<file path="config.mk">
export PLATFORM = sky130hd
export DESIGN_NAME = ccsr_queue
export DESIGN_NICKNAME = d
export VERILOG_FILES = /design/src/rtl/core/ccsr_pkg.sv /design/src/rtl/core/ccsr_queue.sv
export SDC_FILE = /design/constraint.sdc
export NUM_CORES = 1
export LEC_CHECK = 0
export BUFFER_PORTS_ARGS = -buffer_cell sky130_fd_sc_hd__clkbuf_2
export CAP_MARGIN = 20
export CORE_ASPECT_RATIO = 1.25
export CORE_MARGIN = 2
export CORE_UTILIZATION = 49
export CTS_BUF_LIST = sky130_fd_sc_hd__clkbuf_2 sky130_fd_sc_hd__clkbuf_4 sky130_fd_sc_hd__clkbuf_8
export CTS_CLUSTER_DIAMETER = 120
export CTS_CLUSTER_SIZE = 25
export DETAILED_ROUTE_END_ITERATION = 6
export PLACE_DENSITY = 0.82
export SLEW_MARGIN = 20
export SYNTH_ARGS = -nofsm -noshare
export SYNTH_HDL_FRONTEND = slang
export SYNTH_SLANG_ARGS = --single-unit
export TNS_END_PERCENT = 20
</file>
<file path="constraint.sdc">
create_clock -name clk -period 10.6 [get_ports clk]
set_clock_uncertainty 0.2 [all_clocks]
set_input_delay 2.12 -clock clk [delete_from_list [all_inputs] [get_ports clk]]
set_output_delay 2.12 -clock clk [all_outputs]
set_load 0.02 [all_outputs]
</file>
<file path="src/rtl/core/ccsr_pkg.sv">
// Shared types, constants and codes for the character canvas shape rasterizer.
// Used by every module under rtl/core; depends on nothing else.
`timescale 1ns / 1ps

package ccsr_pkg;

	// Canvas geometry.
	localparam int MAX_ROWS   = 64;
	localparam int MAX_COLS   = 64;
	localparam int CELL_COUNT = MAX_ROWS * MAX_COLS;
	localparam int ADDR_W     = $clog2(CELL_COUNT);
	localparam int ROW_IW     = (MAX_ROWS > 1) ? $clog2(MAX_ROWS) : 1;
	localparam int COL_IW     = (MAX_COLS > 1) ? $clog2(MAX_COLS) : 1;
	localparam int DIM_W      = $clog2(((MAX_ROWS > MAX_COLS) ? MAX_ROWS : MAX_COLS) + 1);

	// Field widths.
	localparam int CFG_W   = 7;
	localparam int RAD_W   = 7;
	localparam int SQ_W    = 2 * RAD_W;
	localparam int GLYPH_W = 8;
	// Scan coordinates reach from -255 (center minus radius) to +254.
	localparam int COORD_W = 10;

	localparam int QUEUE_DEPTH = 4;
	localparam int QPTR_W      = $clog2(QUEUE_DEPTH);

	localparam logic [CFG_W-1:0]   RESET_ROWS = 7'd64;
	localparam logic [CFG_W-1:0]   RESET_COLS = 7'd64;
	localparam logic [GLYPH_W-1:0] BLANK      = 8'h20;

	typedef enum logic [2:0] {
		KIND_CLEAR     = 3'd0,
		KIND_POINT     = 3'd1,
		KIND_CIRC_OUT  = 3'd2,
		KIND_CIRC_FILL = 3'd3,
		KIND_RECT_OUT  = 3'd4,
		KIND_RECT_FILL = 3'd5,
		KIND_READ      = 3'd6
	} cmd_kind_t;

	typedef enum logic {
		REG_ROWS_IN_USE = 1'b0,
		REG_COLS_IN_USE = 1'b1
	} cfg_reg_t;

	typedef struct packed {
		logic [2:0]         kind;
		logic signed [7:0]  row_a;
		logic signed [7:0]  col_a;
		logic signed [7:0]  row_b;
		logic signed [7:0]  col_b;
		logic [RAD_W-1:0]   radius;
		logic [GLYPH_W-1:0] glyph;
	} cmd_t;

	typedef struct packed {
		logic [GLYPH_W-1:0] cell_glyph;
		logic               clipped;
	} result_t;

	typedef struct packed {
		logic [DIM_W-1:0] rows;
		logic [DIM_W-1:0] cols;
	} dims_t;

	typedef logic signed [COORD_W-1:0] coord_t;

	typedef enum logic [1:0] {
		JOB_NONE = 2'd0,
		JOB_BOX  = 2'd1,
		JOB_DISC = 2'd2,
		JOB_READ = 2'd3
	} job_op_t;

	// One scan job: a box of cells, optionally masked by a disc test.
	typedef struct packed {
		job_op_t            op;
		logic               last;
		coord_t             r0;
		coord_t             r1;
		coord_t             c0;
		coord_t             c1;
		logic [RAD_W-1:0]   rad;
		logic [SQ_W-1:0]    rsq;
		logic [SQ_W-1:0]    isq;
		logic               inner_en;
		logic [GLYPH_W-1:0] glyph;
	} job_t;

	typedef enum logic {
		F_IDLE = 1'b0,
		F_EMIT = 1'b1
	} front_state_t;

	typedef enum logic [1:0] {
		B_INIT   = 2'd0,
		B_IDLE   = 2'd1,
		B_SCAN   = 2'd2,
		B_RESULT = 2'd3
	} back_state_t;

endpackage

</file>
<file path="src/rtl/core/ccsr_queue.sv">
// Short job queue between the front end and the scan engine.
// Depends on ccsr_pkg.
`timescale 1ns / 1ps

module ccsr_queue (
	input  logic           clk,
	input  logic           arst_n,
	input  logic           push_valid,
	output logic           push_ready,
	input  ccsr_pkg::job_t push_data,
	output logic           head_valid,
	input  logic           pop,
	output ccsr_pkg::job_t head
);

	ccsr_pkg::job_t              entry_q [ccsr_pkg::QUEUE_DEPTH];
	logic [ccsr_pkg::QPTR_W-1:0] wr_ptr_q, rd_ptr_q;
	logic [ccsr_pkg::QPTR_W:0]   count_q;
	logic                        do_push, do_pop;

	assign push_ready = (count_q != (ccsr_pkg::QPTR_W + 1)'(ccsr_pkg::QUEUE_DEPTH));
	assign head_valid = (count_q != '0);
	assign head       = entry_q[rd_ptr_q];
	assign do_push    = push_valid && push_ready;
	assign do_pop     = pop && head_valid;

	always_ff @(posedge clk or negedge arst_n) begin
		if (!arst_n) begin
			wr_ptr_q <= '0;
			rd_ptr_q <= '0;
			count_q  <= '0;
		end else begin
			if (do_push) begin
				wr_ptr_q <= wr_ptr_q + ccsr_pkg::QPTR_W'(1);
			end
			if (do_pop) begin
				rd_ptr_q <= rd_ptr_q + ccsr_pkg::QPTR_W'(1);
			end
			if (do_push && !do_pop) begin
				count_q <= count_q + (ccsr_pkg::QPTR_W + 1)'(1);
			end else if (do_pop && !do_push) begin
				count_q <= count_q - (ccsr_pkg::QPTR_W + 1)'(1);
			end
		end
	end

	always_ff @(posedge clk) begin
		if (do_push) begin
			entry_q[wr_ptr_q] <= push_data;
		end
	end

endmodule

</file>
==> impl_metrics.tcl, run 1 <==
set metrics [dict create \
    worst_pin_slew_ns 1.01 \
    clk_transition_reported_paths_ns 0.14 \
    maxCapViolations 0 \
    critPathTopFamily "flip-flops" \
    pwr-share-clk_pct 14.6 \
    ctsHtreeMaxLevel 1 \
    p_seq_share_pct 51.1 \
    outcome "finished clean" \
    cp_slowest_cell "dfrtp_4" \
    path_class "reg -> out" \
    grt-ovfl-total 0 \
    drcViolationCount 0 \
    mostFrequentLayoutCells "348 x edfxtp_1, 179 x clkbuf_2, 87 x mux4_2" \
    core_um2 26000 \
    final_hold_viol_count 0 \
    clock-sinks 355 \
    die_height_um 186 \
    io_pins 180 \
    fp-row-count 66 \
    tns_ns 0 \
    ir_drop_mv 0.196 \
    dp.cells 995 \
    die_x_um 149 \
    root_buffer "clkbuf_8" \
    post_cts_buffers 0 \
    hp-class "reg -> reg" \
    ys_warn_count 0 \
    cts-buffers-inserted 18 \
    end_kind "output pin" \
    synth_area_um2 13000 \
    crit_buf_inv 2 \
    final_cells 1021 \
    areaGrowthSynthToFinish_pct 12.1 \
    netlist-cell-type-count 21 \
    ant_nets 0 \
    gp_congestion 0.691 \
    slowest_delay_ns 1.02 \
    synth-seq-area-share_pct 82.0 \
    grt_setup_unrepaired "no" \
    cts_resized 0 \
    setup_viol 0 \
    path_max_fanout 45 \
    nets 772 \
    hpwl_um 13900 \
    clk_path_buf_depth 3 \
    start_util_pct 49.8 \
    diodes 0 \
    drt_iter0_drc 355 \
    synthCells 490 \
    crit_chain "buf_4 > mux4_2 > clkbuf_2" \
    tritoncts "built" \
    viasPerCell 5.49 \
    p_int_mw 2.59 \
    hold_buffers 0 \
    final-max-slew-violation-count 0 \
    dieArea_um2 27800 \
    track_usage_pct 16.2 \
    required_ns 8.28 \
    finalCritPeriodShare_pct 52.6 \
    p_sw_mw 1.29 \
    numPortBuffers 179 \
    grt_pass1_vias 6075 \
    grt_max_degree 69 \
    post_route_cells_drive_above_1_share_pct 45.1 \
    period_needed_ns 5.57 \
    switching_share_pct 33.2 \
    pwr-share-comb_pct 34.3 \
    num_vias 5602 \
    final_core_util_pct 55.8 \
    arrival_ns 3.25 \
    wl_per_cell_um 21.9 \
    dr.pass1.iters 4 \
    startpoint_type "flip-flop" \
    clock_latency_ns 0.55 \
    antenna_found_initial 1 \
    yosys_register_bits 355 \
    syn_area_per_cell_um2 26.4 \
    total_power_mw 3.88 \
    leakagePower_nw 4.89 \
    wirelength_um 22300 \
    powerDensity_nw_per_um2 267 \
    grt_pass1_wl_um 34100 \
    clock.fmax_mhz 179 \
    synth_nets 587 \
    layout_commonest_cell "edfxtp_1" \
    slew_headroom_pct 32.3 \
]
## layer usage
layer,track usage [%],vias to the layer above,wire [um]
met1,20.7,2955,8560
met5,0,-,13
met4,3.47,2,359
met2,29.0,164,12000
li1,-,2451,-
met3,3.33,30,1410
## cell families after synthesis
family	share of synthesized area [%]
adders and majority gates	0.638
muxes	15.3
xor gates and xnor gates	0.406
buffers and inverters	1.15
and+or+nand+nor	0.396
AOI/OAI and AO/OA	0.0869
DFF	82.0
## worst reg2reg max path, stage by stage (launching register included)
cell and delay (ns):
dfrtp_1 0.46, nor2_1 0.09, a21boi_2 0.34, and2_4 0.83
buf_4 0.54
## cell usage after synthesis, drive strengths merged
cell type,instances,area (um2)
nor2,2,7.51
edfxtp,348,10500
nand2,2,7.51
clkbuf,5,18.8
mux4,87,1960
ha,5,62.6
dfrtp,7,175
or3,1,6.26
a21boi,1,11.3
mux2,2,22.5
buf,15,119
xnor2,4,35.0
fa,1,20.0
and2,4,25.0
xor2,2,17.5
inv,3,11.3
nand3,1,5.00
## registers in the layout, indices dropped and copies added, names as in the netlist
name / cells
wr_ptr_q: 2
rd_ptr_q: 2
entry_q: 348
count_q: 3
## area by class of cell
cell class | instances | area [um2]
Multi-Input combinational cell | 112 | 2190
Clock inverter | 1 | 20.0
Clock buffer | 25 | 307
Fill cell | 1878 | 11500
Tap cell | 340 | 425
Inverter | 3 | 11.3
Sequential cell | 355 | 10600
Timing Repair Buffer | 185 | 941
## metrics by stage
stage	hold WS, ns	cell area (um2)	setup slack (ns)
3_5_place_dp	0.365	14200	5.43
2_1_floorplan	0.293	13000	5.50
4_1_cts	0.386	14500	4.77
5_1_grt	0.413	14500	4.62
3_3_place_gp	0.307	14200	5.47
6_report	0.375	14500	5.03
## worst paths after layout
| path | slack, ns | depth (start not counted) | from | endpoint |
|---|---|---|---|---|
| max in group asynchronous | 8.83 | 1 | arst_n | rd_ptr_q[0] |
| min in group asynchronous | 1.18 | 1 | arst_n | count_q[0] |
| setup / recovery | 5.03 | 3 | rd_ptr_q[0] | head[74] |
| hold reg to reg | 0.38 | 1 | count_q[2] | count_q[2] |
| hold / removal | 0.38 | 1 | count_q[2] | count_q[2] |
| setup reg to reg | 7.77 | 4 | count_q[0] | entry_q[3][35] |
## power groups by stage
| stage | sequential, mW | clock [mW] | combinational [mW] |
|---|---|---|---|
| after floorplan | 1.95 | 0 | 1.02 |
| after global placement | 2.00 | 0 | 1.33 |
| after detailed placement | 2.03 | 0 | 1.36 |
| after CTS | 2.00 | 0.593 | 1.37 |
| after global routing | 2.02 | 0.635 | 1.43 |
| final | 1.99 | 0.566 | 1.33 |
Power figures use the tool's default switching activity.
==> run 2: changes to the inputs <==
- clock period: 10.6 -> 5.8 ns (I/O delays scaled with it)
==> run 2 against run 1 <==
  * Die area did not move
  * Flip-flop and latch count did not move
  * Total power rose by 85%
  * First-iteration DRC count shrank 13%
  * Design area rose by 0.40%
  * Hold slack got worse by 0.17 ns
  * Critical path depth unchanged
  * Global-route usage about the same
  * Final cell count grew 0.59%
  * Register-to-register slack worse by 4.8 ns
  * Sequential power is 86% higher
  * Largest cell class unchanged
  * Largest power group unchanged
  * Highest routed layer is now met4
==> impl_metrics.tcl, run 2 (same netlist as run 1, synthesis figures left out) <==
set metrics [dict create \
    dp.cells 995 \
    final-max-slew-violation-count 0 \
    drcViolationCount 0 \
    critPathTopFamily "flip-flops" \
    worst_pin_slew_ns 1.04 \
    powerDensity_nw_per_um2 491 \
    slowest_delay_ns 0.97 \
    diodes 0 \
    grt_max_degree 68 \
    maxCapViolations 0 \
    leakagePower_nw 4.92 \
    root_buffer "clkbuf_8" \
    final_hold_viol_count 0 \
    fp-row-count 66 \
    start_util_pct 49.8 \
    setup_viol 0 \
    track_usage_pct 16.2 \
    outcome "finished clean" \
    io_pins 180 \
    grt-ovfl-total 0 \
    wl_per_cell_um 22.2 \
    num_vias 5669 \
    clock-sinks 355 \
    tns_ns 0 \
    areaGrowthSynthToFinish_pct 12.6 \
    tritoncts "built" \
    gp_congestion 0.714 \
    die_x_um 149 \
    path_class "reg -> out" \
    crit_chain "buf_12 > mux4_2 > clkbuf_2" \
    wirelength_um 22800 \
    finalCritPeriodShare_pct 71.4 \
    hold_buffers 0 \
    numPortBuffers 179 \
    hpwl_um 14100 \
    path_max_fanout 49 \
    arrival_ns 2.78 \
    largest_register "entry_q" \
    crit_start "rd_ptr_q[0]" \
    ctsHtreeMaxLevel 1 \
    clock_latency_ns 0.56 \
    dieArea_um2 27800 \
    reg2reg_from "count_q[1]" \
    hp-class "in -> async" \
    largest_reg_flops 348 \
    ant_nets 0 \
    cp_slowest_cell "dfrtp_4" \
    grt_pass1_wl_um 34100 \
    required_ns 4.44 \
    slew_headroom_pct 30.3 \
    cts_resized 0 \
    grt_pass1_vias 6113 \
    end_kind "output pin" \
    period_needed_ns 4.14 \
    ir_drop_mv 0.371 \
    reg2regPathDepth 4 \
    grt_setup_unrepaired "no" \
    cts-buffers-inserted 18 \
    core_um2 26000 \
    largestRegisters "entry_q x348, count_q x3" \
    post_route_cells_drive_above_1_share_pct 45.6 \
    startpoint_type "flip-flop" \
    layout_commonest_cell "edfxtp_1" \
    r2r-end "entry_q[3][84]" \
    clk_transition_reported_paths_ns 0.14 \
    drt_iter0_drc 308 \
    dr.pass1.iters 4 \
    viasPerCell 5.52 \
    final_cells 1027 \
    mostFrequentLayoutCells "348 x edfxtp_1, 179 x clkbuf_2, 87 x mux4_2" \
    die_height_um 186 \
    clk_path_buf_depth 3 \
    r2r_setup_slack_ns 2.96 \
    clock.fmax_mhz 242 \
    nets 772 \
    crit_buf_inv 2 \
    antenna_found_initial 0 \
    crit_cells 3 \
    post_cts_buffers 0 \
]
-- run 2: worst max path at each step --
stage                         end  slack (ns)
floorplan           entry_q[0][0]        1.66
global placement          head[2]        2.20
detailed placement        head[9]        2.15
CTS                       head[9]        1.53
global route              head[9]        1.43
finish                    head[9]        1.66
-- run 2: area by class of cell --
type | instances | area (um2)
inverter | 3 | 11.3
sequential | 355 | 10600
fill | 1904 | 11400
multi-input combinational | 112 | 2190
clock inverter | 1 | 20.0
clock buffer | 31 | 352
tap | 340 | 425
timing repair buffer | 185 | 953
-- run 2: routing by layer --
layer / up-vias / track usage (%) / part of all wire (%)
met5: - / 0 / 0
li1: 2458 / - / -
met1: 2977 / 20.7 / 38
met3: 30 / 2.57 / 6.0
met2: 204 / 29.2 / 54
met4: 0 / 4.08 / 2.0
-- run 2: metrics by stage --
stage	total power [mW]	utilization [%]	area, um2	setup slack, ns	hold WS, ns
floorplan	5.42	-	13000	1.66	0.293
global placement	6.09	54.6	14200	2.20	0.310
detailed placement	6.21	54.6	14200	2.15	0.338
CTS	7.28	56.1	14600	1.53	0.171
global route	7.50	56.1	14600	1.43	0.173
finish	7.17	56.1	14600	1.66	0.204
-- run 2: power by group --
group | switching (mW) | leakage, nW | internal, mW
Clock | 0.700 | 0.202 | 0.396
Combinational | 1.37 | 1.45 | 1.01
Sequential | 0.306 | 3.27 | 3.39
-- run 2: worst register-to-register path: cells and delay by family, from the launching register on --
family                 cells  cell delay, ns
and+or+nand+nor            2            0.90
buffers and inverters      1            0.63
AOI/OAI and AO/OA          1            0.34
DFF                        1            0.44
